==> config.mk <==
export PLATFORM = sky130hd
export DESIGN_NAME = hsv_to_rgb_converter
export DESIGN_NICKNAME = d
export VERILOG_FILES = /design/src/design/h2r_pkg.sv /design/src/design/hsv_to_rgb_converter.sv
export VERILOG_INCLUDE_DIRS = /design/src /design/src/design
export SDC_FILE = /design/constraint.sdc
export NUM_CORES = 2
export LEC_CHECK = 0
export BUFFER_PORTS_ARGS = -buffer_cell sky130_fd_sc_hd__buf_2
export CORE_ASPECT_RATIO = 1.5
export CORE_MARGIN = 4
export CORE_UTILIZATION = 65
export DETAILED_ROUTE_END_ITERATION = 10
export PLACE_DENSITY = 0.82
export SETUP_SLACK_MARGIN = 0.3
export SLEW_MARGIN = 20
export SYNTH_ARGS = -nofsm -noshare
export SYNTH_HDL_FRONTEND = slang
export SYNTH_SLANG_ARGS = --single-unit
==> constraint.sdc <==
create_clock -name clk_i -period 8.4 [get_ports clk_i]
set_clock_uncertainty 0.1 [all_clocks]
set_input_delay 1.26 -clock clk_i [delete_from_list [all_inputs] [get_ports clk_i]]
set_output_delay 1.26 -clock clk_i [all_outputs]
set_load 0.005 [all_outputs]
==> src/design/hsv_to_rgb_converter_defines.svh <==
// assertion macros for the hsv to rgb converter
`ifndef HSV_TO_RGB_CONVERTER_DEFINES_SVH
`define HSV_TO_RGB_CONVERTER_DEFINES_SVH

// condition now implies condition in the next cycle
`define H2R_ASSERT_NEXT(lbl, pre, post, msg) \
  lbl: assert property (@(posedge clk_i) disable iff (!rst_ni) (pre) |=> (post)) \
    else $error(msg);

// condition implies another in the same cycle
`define H2R_ASSERT_NOW(lbl, pre, post, msg) \
  lbl: assert property (@(posedge clk_i) disable iff (!rst_ni) (pre) |-> (post)) \
    else $error(msg);

`endif

==> src/design/h2r_pkg.sv <==
package h2r_pkg;

  // field widths
  localparam int HueW  = 15;
  localparam int PctW  = 7;
  localparam int ChanW = 8;

  // hue format and sector geometry
  localparam int HueFracBits = 6;
  localparam int SectorW     = 60 << HueFracBits;
  localparam int DW          = $clog2(SectorW + 1);

  // intermediate widths
  localparam int TW = 19;
  localparam int PW = TW + PctW;
  localparam int YW = PW + 5;
  localparam int ZW = 18;
  localparam int QW = ChanW + 1;
  localparam int MW = 2 * ZW;

  localparam logic [HueW-1:0] HueWrap = HueW'(6 * SectorW);
  localparam logic [TW-1:0]   FullT   = TW'(100 * SectorW);

  // channel = floor(17*v*t / 2560000) = floor(floor(17*v*t / 4096) / 625)
  localparam int             ScaleShift = 12;
  localparam logic [ZW-1:0]  ZCap       = ZW'(256 * 625);
  localparam int             RecipShift = 27;
  localparam logic [ZW-1:0]  RecipMul   = ZW'(214749);

  // 60 degree sectors, named by the color pair they span
  typedef enum logic [2:0] {
    SectRedYel = 3'd0,
    SectYelGrn = 3'd1,
    SectGrnCyn = 3'd2,
    SectCynBlu = 3'd3,
    SectBluMag = 3'd4,
    SectMagRed = 3'd5
  } sector_e;

  typedef logic [TW-1:0] tval_t;
  typedef logic [ZW-1:0] zval_t;

  // clipped weight v*t*17, scaled down by 4096 and capped at the saturation point
  function automatic zval_t scale_z(logic [PctW-1:0] v, tval_t t);
    logic [PW-1:0]   prod;
    logic [YW-1:0]   y;
    logic [YW-ScaleShift-1:0] z;
    prod = PW'(v) * PW'(t);
    y    = YW'({prod, 4'b0000}) + YW'(prod);
    z    = y[YW-1:ScaleShift];
    if (z >= (YW-ScaleShift)'(ZCap)) begin
      return ZCap;
    end
    return z[ZW-1:0];
  endfunction

  // divide by 625 through the reciprocal, saturate to 8 bits
  function automatic logic [ChanW-1:0] div_chan(zval_t z);
    logic [MW-1:0] qp;
    logic [QW-1:0] q;
    qp = MW'(z) * MW'(RecipMul);
    q  = qp[RecipShift +: QW];
    if (q[QW-1]) begin
      return '1;
    end
    return q[ChanW-1:0];
  endfunction

endpackage

==> src/design/hsv_to_rgb_converter.sv <==
// throughput: one beat per cycle; the five register stages advance together
// and hold when the output beat is not taken
// reset: asynchronous, active low, clears the stage valid bits only
module hsv_to_rgb_converter
  import h2r_pkg::*;
(
  input  logic              clk_i,
  input  logic              rst_ni,
  input  logic              in_valid_i,
  output logic              in_ready_o,
  input  logic [HueW-1:0]   hue_i,
  input  logic [PctW-1:0]   saturation_i,
  input  logic [PctW-1:0]   brightness_i,
  output logic              out_valid_o,
  input  logic              out_ready_i,
  output logic [ChanW-1:0]  red_o,
  output logic [ChanW-1:0]  green_o,
  output logic [ChanW-1:0]  blue_o
);

`include "hsv_to_rgb_converter_defines.svh"

  logic adv;

  logic              s1_vld_q, s2_vld_q, s3_vld_q, s4_vld_q, out_vld_q;
  logic [HueW-1:0]   s1_hw_q, s1_hw_d;
  sector_e           s1_sec_q, s1_sec_d, s2_sec_q, s3_sec_q, s4_sec_q;
  logic [PctW-1:0]   s1_s_q, s2_s_q, s1_v_q, s2_v_q, s3_v_q;
  logic [DW-1:0]     s2_d_q, s2_d_d;
  tval_t             s3_tx_q, s3_tx_d, s3_tz_q, s3_tz_d;
  zval_t             s4_zc_q, s4_zx_q, s4_zz_q;
  logic [ChanW-1:0]  red_q, green_q, blue_q, red_d, green_d, blue_d;

  // whole pipe moves unless a finished beat is waiting
  assign adv        = !out_vld_q || out_ready_i;
  assign in_ready_o = adv;
  assign out_valid_o = out_vld_q;
  assign red_o      = red_q;
  assign green_o    = green_q;
  assign blue_o     = blue_q;

  // stage 1: wrap hue into one turn and find its sector
  always_comb begin
    s1_hw_d = (hue_i >= HueWrap) ? hue_i - HueWrap : hue_i;
    priority if (s1_hw_d >= HueW'(5 * SectorW)) begin
      s1_sec_d = SectMagRed;
    end else if (s1_hw_d >= HueW'(4 * SectorW)) begin
      s1_sec_d = SectBluMag;
    end else if (s1_hw_d >= HueW'(3 * SectorW)) begin
      s1_sec_d = SectCynBlu;
    end else if (s1_hw_d >= HueW'(2 * SectorW)) begin
      s1_sec_d = SectGrnCyn;
    end else if (s1_hw_d >= HueW'(SectorW)) begin
      s1_sec_d = SectYelGrn;
    end else begin
      s1_sec_d = SectRedYel;
    end
  end

  // stage 2: distance of the hue from the middle of its sector pair
  always_comb begin
    logic [HueW-1:0] base;
    logic [DW-1:0]   off;
    unique case (s1_sec_q)
      SectRedYel: base = '0;
      SectYelGrn: base = HueW'(SectorW);
      SectGrnCyn: base = HueW'(2 * SectorW);
      SectCynBlu: base = HueW'(3 * SectorW);
      SectBluMag: base = HueW'(4 * SectorW);
      SectMagRed: base = HueW'(5 * SectorW);
      default:    base = '0;
    endcase
    off = DW'(s1_hw_q - base);
    // rising edge of the sector pair counts down, falling edge counts up
    s2_d_d = s1_sec_q[0] ? off : DW'(SectorW) - off;
  end

  // stage 3: weight 100*W - s*d for the intermediate and zero components
  always_comb begin
    tval_t sdx, sdz;
    sdx = TW'(s2_s_q) * TW'(s2_d_q);
    sdz = TW'(s2_s_q) * TW'(SectorW);
    s3_tx_d = (sdx >= FullT) ? '0 : FullT - sdx;
    s3_tz_d = (sdz >= FullT) ? '0 : FullT - sdz;
  end

  // stage 5: channel values, placed by sector
  always_comb begin
    logic [ChanW-1:0] cc, xx, zz;
    cc = div_chan(s4_zc_q);
    xx = div_chan(s4_zx_q);
    zz = div_chan(s4_zz_q);
    unique case (s4_sec_q)
      SectRedYel: begin red_d = cc; green_d = xx; blue_d = zz; end
      SectYelGrn: begin red_d = xx; green_d = cc; blue_d = zz; end
      SectGrnCyn: begin red_d = zz; green_d = cc; blue_d = xx; end
      SectCynBlu: begin red_d = zz; green_d = xx; blue_d = cc; end
      SectBluMag: begin red_d = xx; green_d = zz; blue_d = cc; end
      default:    begin red_d = cc; green_d = zz; blue_d = xx; end
    endcase
  end

  // stage valid bits
  always_ff @(posedge clk_i or negedge rst_ni) begin
    if (!rst_ni) begin
      s1_vld_q  <= 1'b0;
      s2_vld_q  <= 1'b0;
      s3_vld_q  <= 1'b0;
      s4_vld_q  <= 1'b0;
      out_vld_q <= 1'b0;
    end else if (adv) begin
      s1_vld_q  <= in_valid_i;
      s2_vld_q  <= s1_vld_q;
      s3_vld_q  <= s2_vld_q;
      s4_vld_q  <= s3_vld_q;
      out_vld_q <= s4_vld_q;
    end
  end

  // stage payload
  always_ff @(posedge clk_i) begin
    if (adv) begin
      s1_hw_q  <= s1_hw_d;
      s1_sec_q <= s1_sec_d;
      s1_s_q   <= saturation_i;
      s1_v_q   <= brightness_i;

      s2_d_q   <= s2_d_d;
      s2_sec_q <= s1_sec_q;
      s2_s_q   <= s1_s_q;
      s2_v_q   <= s1_v_q;

      s3_tx_q  <= s3_tx_d;
      s3_tz_q  <= s3_tz_d;
      s3_sec_q <= s2_sec_q;
      s3_v_q   <= s2_v_q;

      s4_zc_q  <= scale_z(s3_v_q, FullT);
      s4_zx_q  <= scale_z(s3_v_q, s3_tx_q);
      s4_zz_q  <= scale_z(s3_v_q, s3_tz_q);
      s4_sec_q <= s3_sec_q;

      red_q    <= red_d;
      green_q  <= green_d;
      blue_q   <= blue_d;
    end
  end

  // checks
  `H2R_ASSERT_NEXT(a_accept_enters, in_valid_i && in_ready_o, s1_vld_q, "accepted beat lost")
  `H2R_ASSERT_NOW(a_dist_in_range, s2_vld_q, s2_d_q <= DW'(SectorW), "hue distance out of range")
  `H2R_ASSERT_NOW(a_weight_order, s3_vld_q, s3_tx_q >= s3_tz_q, "component weights out of order")

endmodule
=== Word level (Yosys, flattened, before mapping) ===
Cells that the tools add are included.

* Bits in registers: 192
* Input port bits: 33
* Output and inout port bits: 26
* Logic and storage cells: 102

* Add/sub/neg operators: 8
* $mul: 8
* Magnitude comparators: 11
* Equal/unequal tests: 9
* Mux-type cells: 31
* Reductions and logical operators: 10

{| class="wikitable"
|+ Operators with widths
! operator !! count
|-
| $mul 18x18->36 const B || 3
|-
| $mux 18 || 6
|-
| $add 30x26->31 || 3
|-
| $pmux 12 s5 || 1
|-
| $ge 19x18->1 const B || 3
|-
| $mul 7x19->26 || 2
|-
| $mux 8 || 6
|-
| $pmux 8 s2 || 3
|-
| $ge 19x19->1 const B || 2
|-
| $sub 19x19->19 const A || 2
|-
| $ge 15x14->1 const B || 2
|-
| $ge 15x15->1 const B || 2
|-
| $mul 7x12->19 || 1
|-
| $mul 7x9->16 const B || 1
|-
| $ge 15x12->1 const B || 1
|-
| $ge 15x13->1 const B || 1
|-
| $mux 15 || 1
|-
| $sub 15x15->15 const B || 1
|-
| $reduce_or 2->1 || 7
|-
| $eq 3x2->1 const B || 4
|-
| $mux 12 || 1
|-
| $sub 12x12->12 || 1
|-
| $sub 12x12->12 const A || 1
|-
| $mul 7x4->11 const B || 1
|-
| 7 further kinds || 21
|}

=== Depth between registers and ports, before layout ===
* Depth after elaboration: 7
* Mapped depth: 33
* Gate-level depth less buffers: 32

=== Worst setup path after synthesis ===
No wires, ideal clock.

* Path kind: flip-flop to flip-flop
* Start point: register s3_v_q[1]
* End point: register s4_zx_q[10] (data pin)
* Library setup time: 262 ps
* Data arrival time: 7047 ps
* Required time: 8038 ps
* Setup slack: 991 ps
* Stages on the path, launching flop included: 34
* Path buffers: 2
* Period minus slack after synthesis: 7409 ps
* Cell sequence: edfxtp_1 -> clkbuf_1 -> and2_1 -> fa_1 -> inv_1 -> fa_1 -> inv_1 -> fa_1 -> inv_1 -> fa_1 -> inv_1 -> ha_1 -> o211ai_1 -> a21oi_1 -> nor2_1 -> o21ai_0 -> a22oi_1 -> nand2b_1 -> a21oi_1 -> xnor2_1 -> ha_1 -> a21o_1 -> a21o_1 -> a21oi_1 -> o31a_2 -> nor3b_1 -> or4_1 -> a31oi_1 -> maj3_1 -> a21o_2 -> xnor2_1 -> nor4_4 -> buf_6 -> o22ai_1

* Longest elaborated chain between the ends: 6

{| class="wikitable"
|+ Ends and longest elaborated chain
! element !! line !! source
|-
| from (decl) || hsv_to_rgb_converter.sv:28 || <nowiki>logic [PctW-1:0] s1_s_q, s2_s_q, s1_v_q, s2_v_q, s3_v_q;</nowiki>
|-
| from (signal assigned) || hsv_to_rgb_converter.sv:136 || <nowiki>s3_v_q <= s2_v_q;</nowiki>
|-
| $mul 7x19->26 * || h2r_pkg.sv:48 || <nowiki>prod = PW'(v) * PW'(t);</nowiki>
|-
| $add 30x26->31 * || h2r_pkg.sv:49 || <nowiki>y = YW'({prod, 4'b0000}) + YW'(prod);</nowiki>
|-
| $ge 19x18->1 || h2r_pkg.sv:51 || <nowiki>if (z >= (YW-ScaleShift)'(ZCap)) begin</nowiki>
|-
| $mux 1 || h2r_pkg.sv:51 ||
|-
| $mux 1 || hsv_to_rgb_converter.sv:122 || <nowiki>if (adv) begin</nowiki>
|-
| $mux 18 * || h2r_pkg.sv:54 || <nowiki>return z[ZW-1:0];</nowiki>
|-
| to (signal assigned) || hsv_to_rgb_converter.sv:139 || <nowiki>s4_zx_q <= scale_z(s3_v_q, s3_tx_q);</nowiki>
|-
| to (decl) || hsv_to_rgb_converter.sv:31 || <nowiki>zval_t s4_zc_q, s4_zx_q, s4_zz_q;</nowiki>
|}

Every way passes the cells marked *; elsewhere a longest branch is shown, timed or not. The select of a mux whose other input is x is not followed.
A chain may end at the register's enable or synchronous reset.

=== Worst setup path after layout ===
* Start point: register s3_v_q[1]
* End point: register s4_zx_q[1] (data pin)

Same word-level chain as after synthesis.

==> impl_metrics.xml <==
<?xml version="1.0" encoding="UTF-8"?>
<metrics>
  <group name="run_status">
    <metric name="outcome" unit="">finished, final reports clean</metric>
  </group>
  <group name="timing">
    <metric name="setup_viol" unit="">0</metric>
    <metric name="tns" unit="ps">0</metric>
    <metric name="min_period" unit="ps">7682</metric>
    <metric name="final_min_period_over_clock_period" unit="%">91.45</metric>
    <metric name="report.final.hold_viol_count" unit="">0</metric>
    <metric name="max_clock_freq" unit="GHz">0.1302</metric>
    <metric name="actual_slew_at_the_worst_max_slew_pin" unit="ps">1012</metric>
    <metric name="setup_repair_after_global_routing_missed_its_margin" unit="">no</metric>
    <metric name="timing.slew.headroom" unit="%">32.54</metric>
    <metric name="finalMaxSlewViolations" unit="">0</metric>
  </group>
  <group name="floorplanning">
    <metric name="floorplan.core_area" unit="mm²">0.05919</metric>
    <metric name="dieWidth" unit="µm">208.1</metric>
    <metric name="rows" unit="">109</metric>
    <metric name="pin_count" unit="">59</metric>
    <metric name="die-area" unit="mm²">0.06414</metric>
    <metric name="initial_utilization" unit="%">65.97</metric>
    <metric name="chipHeight" unit="µm">308.2</metric>
  </group>
  <group name="critical_path">
    <metric name="critical-path-slowest-cell" unit="">fa_1</metric>
    <metric name="timing.critical_path.max_delay_family" unit="">adder cells</metric>
    <metric name="critical_path.reg2reg.startpoint" unit="">s3_v_q[1]</metric>
    <metric name="timing.critical_path.fanout_max" unit="">11</metric>
    <metric name="setup.worst_path.end" unit="">s4_zx_q[1]</metric>
    <metric name="critical_path.startpoint_type" unit="">flip-flop</metric>
    <metric name="worst-endpoint-required" unit="ps">8540</metric>
    <metric name="timing.setup.critical_path_class" unit="">reg -&gt; reg</metric>
    <metric name="worst_ep_arrival_time" unit="ps">7820</metric>
    <metric name="timing.critical_path.slowest_cell_delay" unit="ps">570</metric>
    <metric name="crit_path_end_kind" unit="">flip-flop</metric>
    <metric name="rr_worst_depth" unit="">32</metric>
    <metric name="r2r_end" unit="">s4_zx_q[1]</metric>
    <metric name="worstSetupPathDepth" unit="">32</metric>
    <metric name="r2r_slack" unit="ps">720</metric>
    <metric name="worst_setup_startpoint" unit="">s3_v_q[1]</metric>
    <metric name="worstPathBufferInverterCount" unit="">5</metric>
  </group>
  <group name="cells_and_area">
    <metric name="area.sequential" unit="mm²">0.005500</metric>
    <metric name="post_route_cells_drive_above_1_share" unit="%">3.916</metric>
    <metric name="combined_area_of_the_multi_input_logic_cells" unit="mm²">0.02953</metric>
    <metric name="fillCellCount" unit="">4424</metric>
    <metric name="design.final.nets" unit="">5374</metric>
    <metric name="syn_to_final_growth" unit="%">4.867</metric>
  </group>
  <group name="synthesis">
    <metric name="post_synth_most_frequent_cells" unit="">inv_1, ha_1, fa_1</metric>
    <metric name="synth_top_family_by_area" unit="">adder cells</metric>
    <metric name="synth.avg_cell_area" unit="µm²">9.632</metric>
    <metric name="syn-cell-area" unit="mm²">0.03905</metric>
    <metric name="synth_top_area_share" unit="%">30.30</metric>
    <metric name="synthArstFlopShare" unit="%">2.717</metric>
    <metric name="synth_flop_cell" unit="">edfxtp_1</metric>
    <metric name="synth_simple_gate_area_share" unit="%">10.46</metric>
    <metric name="synth_compound_gate_area_share" unit="%">9.347</metric>
    <metric name="synth-edff-count" unit="">179</metric>
    <metric name="synth_most_common_cell" unit="">inv_1</metric>
    <metric name="syn-num-nets" unit="">5330</metric>
    <metric name="synth_seq_area_share" unit="%">14.09</metric>
    <metric name="yosys.cell_types.count" unit="">92</metric>
    <metric name="synth.top_cells.by_area" unit="">fa_1, ha_1, edfxtp_1</metric>
    <metric name="yosys-mux-area-fraction" unit="%">0.4102</metric>
    <metric name="synth_seq_cells" unit="">184</metric>
    <metric name="netlist_instances" unit="">4054</metric>
    <metric name="synth_warnings" unit="">0</metric>
    <metric name="synthDominantAreaCellType" unit="">fa_1</metric>
    <metric name="synth_xor_area_share" unit="%">4.092</metric>
    <metric name="post_synth_adder_cell_area" unit="%">51.24</metric>
  </group>
  <group name="clock_tree">
    <metric name="cts_tree" unit="">done</metric>
    <metric name="path_clk_slew" unit="ps">90</metric>
    <metric name="cts_inserted_buffers" unit="">17</metric>
    <metric name="clk_latency" unit="ps">490</metric>
    <metric name="cts_buffer_depth" unit="">2</metric>
    <metric name="cts_num_sinks" unit="">184</metric>
    <metric name="cts-htree-levels" unit="">4</metric>
    <metric name="root_buffer" unit="">clkbuf_16</metric>
  </group>
  <group name="drt">
    <metric name="totalWireLength" unit="mm">86.66</metric>
    <metric name="met2WireLength" unit="mm">47.14</metric>
    <metric name="detailroute.via_count" unit="">27930</metric>
    <metric name="routed_wire_length_per_instance" unit="µm">17.73</metric>
    <metric name="firstDrtPassIters" unit="">8</metric>
    <metric name="drt-met1-wl" unit="mm">31.17</metric>
    <metric name="antenna_violating_nets_post_route" unit="">0</metric>
    <metric name="vias_per_cell" unit="">5.713</metric>
    <metric name="post_detailed_route_drc_marker_count" unit="">0</metric>
    <metric name="drt_iter0_markers" unit="">1491</metric>
    <metric name="wl_met3" unit="mm">3.230</metric>
    <metric name="route.top_layer_used" unit="">met5</metric>
  </group>
  <group name="global_routing">
    <metric name="antenna_found_initial" unit="">3</metric>
    <metric name="grt_first_pass_wirelength" unit="mm">146.5</metric>
    <metric name="global_route.overflow_total" unit="">0</metric>
    <metric name="grt_max_degree" unit="">107</metric>
    <metric name="global_route.usage.total" unit="%">28.16</metric>
    <metric name="grt_pass1_vias" unit="">30600</metric>
  </group>
  <group name="min_path">
    <metric name="hold-path-cell-count" unit="">0</metric>
    <metric name="hold_class" unit="">reg -&gt; reg</metric>
  </group>
  <group name="place">
    <metric name="sum_of_net_half_perimeters_after_detailed_placement" unit="mm">74.20</metric>
    <metric name="gp_congestion" unit="">1.000</metric>
    <metric name="placement.io_buffers" unit="">58</metric>
  </group>
  <group name="job">
    <metric name="drv.max_cap_violation_count" unit="">0</metric>
  </group>
</metrics>
repair_timing:
action                     in CTS  in global routing
pin swaps                       0                  3
gates cloned                    0                  0
resized for setup               1                  7
hold buffers                    0                  0
buffers inserted                0                  6
setup endpoints to repair       1                 27
flip-flops by register name, summed over array words and instances, names as in the netlist, 8 cells and up:
name     count
s3_tx_q     19
s4_zc_q     18
s4_zx_q     18
s4_zz_q     18
s1_hw_q     12
s2_d_q      12
s3_tz_q     11
blue_o       8
green_o      8
red_o        8
worst min-delay path by stage:
stage          slack, ps   endpoint  startpoint
6_report             330  s2_s_q[2]   s1_s_q[2]
5_1_grt              340  s2_s_q[6]   s1_s_q[6]
4_1_cts              330  s2_v_q[3]   s1_v_q[3]
3_5_place_dp         300  s2_v_q[3]   s1_v_q[3]
3_3_place_gp         300  s3_v_q[0]   s2_v_q[0]
2_1_floorplan        300  s2_s_q[0]   s1_s_q[0]
per-stage QoR:
step / utilization, % / setup slack (ps) / area, µm² / instances / hold WS, ps
2_1_floorplan: - / 991.5 / 39050 / 4054 / 300.3
3_3_place_gp: 67.94 / 463.5 / 40210 / 4850 / 301.0
3_5_place_dp: 67.94 / 338.1 / 40210 / 4850 / 304.5
4_1_cts: 69.05 / 318.6 / 40870 / 4882 / 327.7
5_1_grt: 69.18 / 316.1 / 40950 / 4888 / 343.5
6_report: 69.18 / 718.3 / 40950 / 4889 / 327.2
logic make-up after synthesis:
| family | Yosys count |
|---|---|
| adders and majority gates | 1245 |
| buffers and inverters | 1069 |
| and+or+nand+nor | 821 |
| AOI/OAI and AO/OA | 543 |
| DFF | 184 |
| xor gates and xnor gates | 177 |
| muxes | 15 |
per-layer routing:
layer  vias to the layer above  global-route usage [%]
met5                         -                       0
met4                         2                   15.12
met3                       279                   2.808
met2                       738                   53.84
met1                     13800                   30.50
li1                      13110                       -
layout by cell type (no fill, tap or decap), types with 47 or more instances in the layout:
master    instances
nor3_1           47
fa_1            591
nand3_1          51
a21o_1           63
ha_1            652
and2_1          176
buf_2            58
inv_1          1008
a21oi_1         148
xnor2_1         109
xor2_1           63
nor2_1          153
o21ai_0          96
edfxtp_1        179
nand2_1         253
cell type report:
class                      count  share of cell area (%)
multi-input combinational   2801                   72.13
inverter                    1010                   9.277
tap                          777                   2.374
clock buffer                  17                   1.039
antenna                        1                0.006111
timing repair buffer          84                   1.186
clock inverter                15                  0.5592
sequential                   184                   13.43
Power is left out: the tool's default activity adds up to more than one toggle a clock period on the data nets, which glitch-free logic cannot reach.
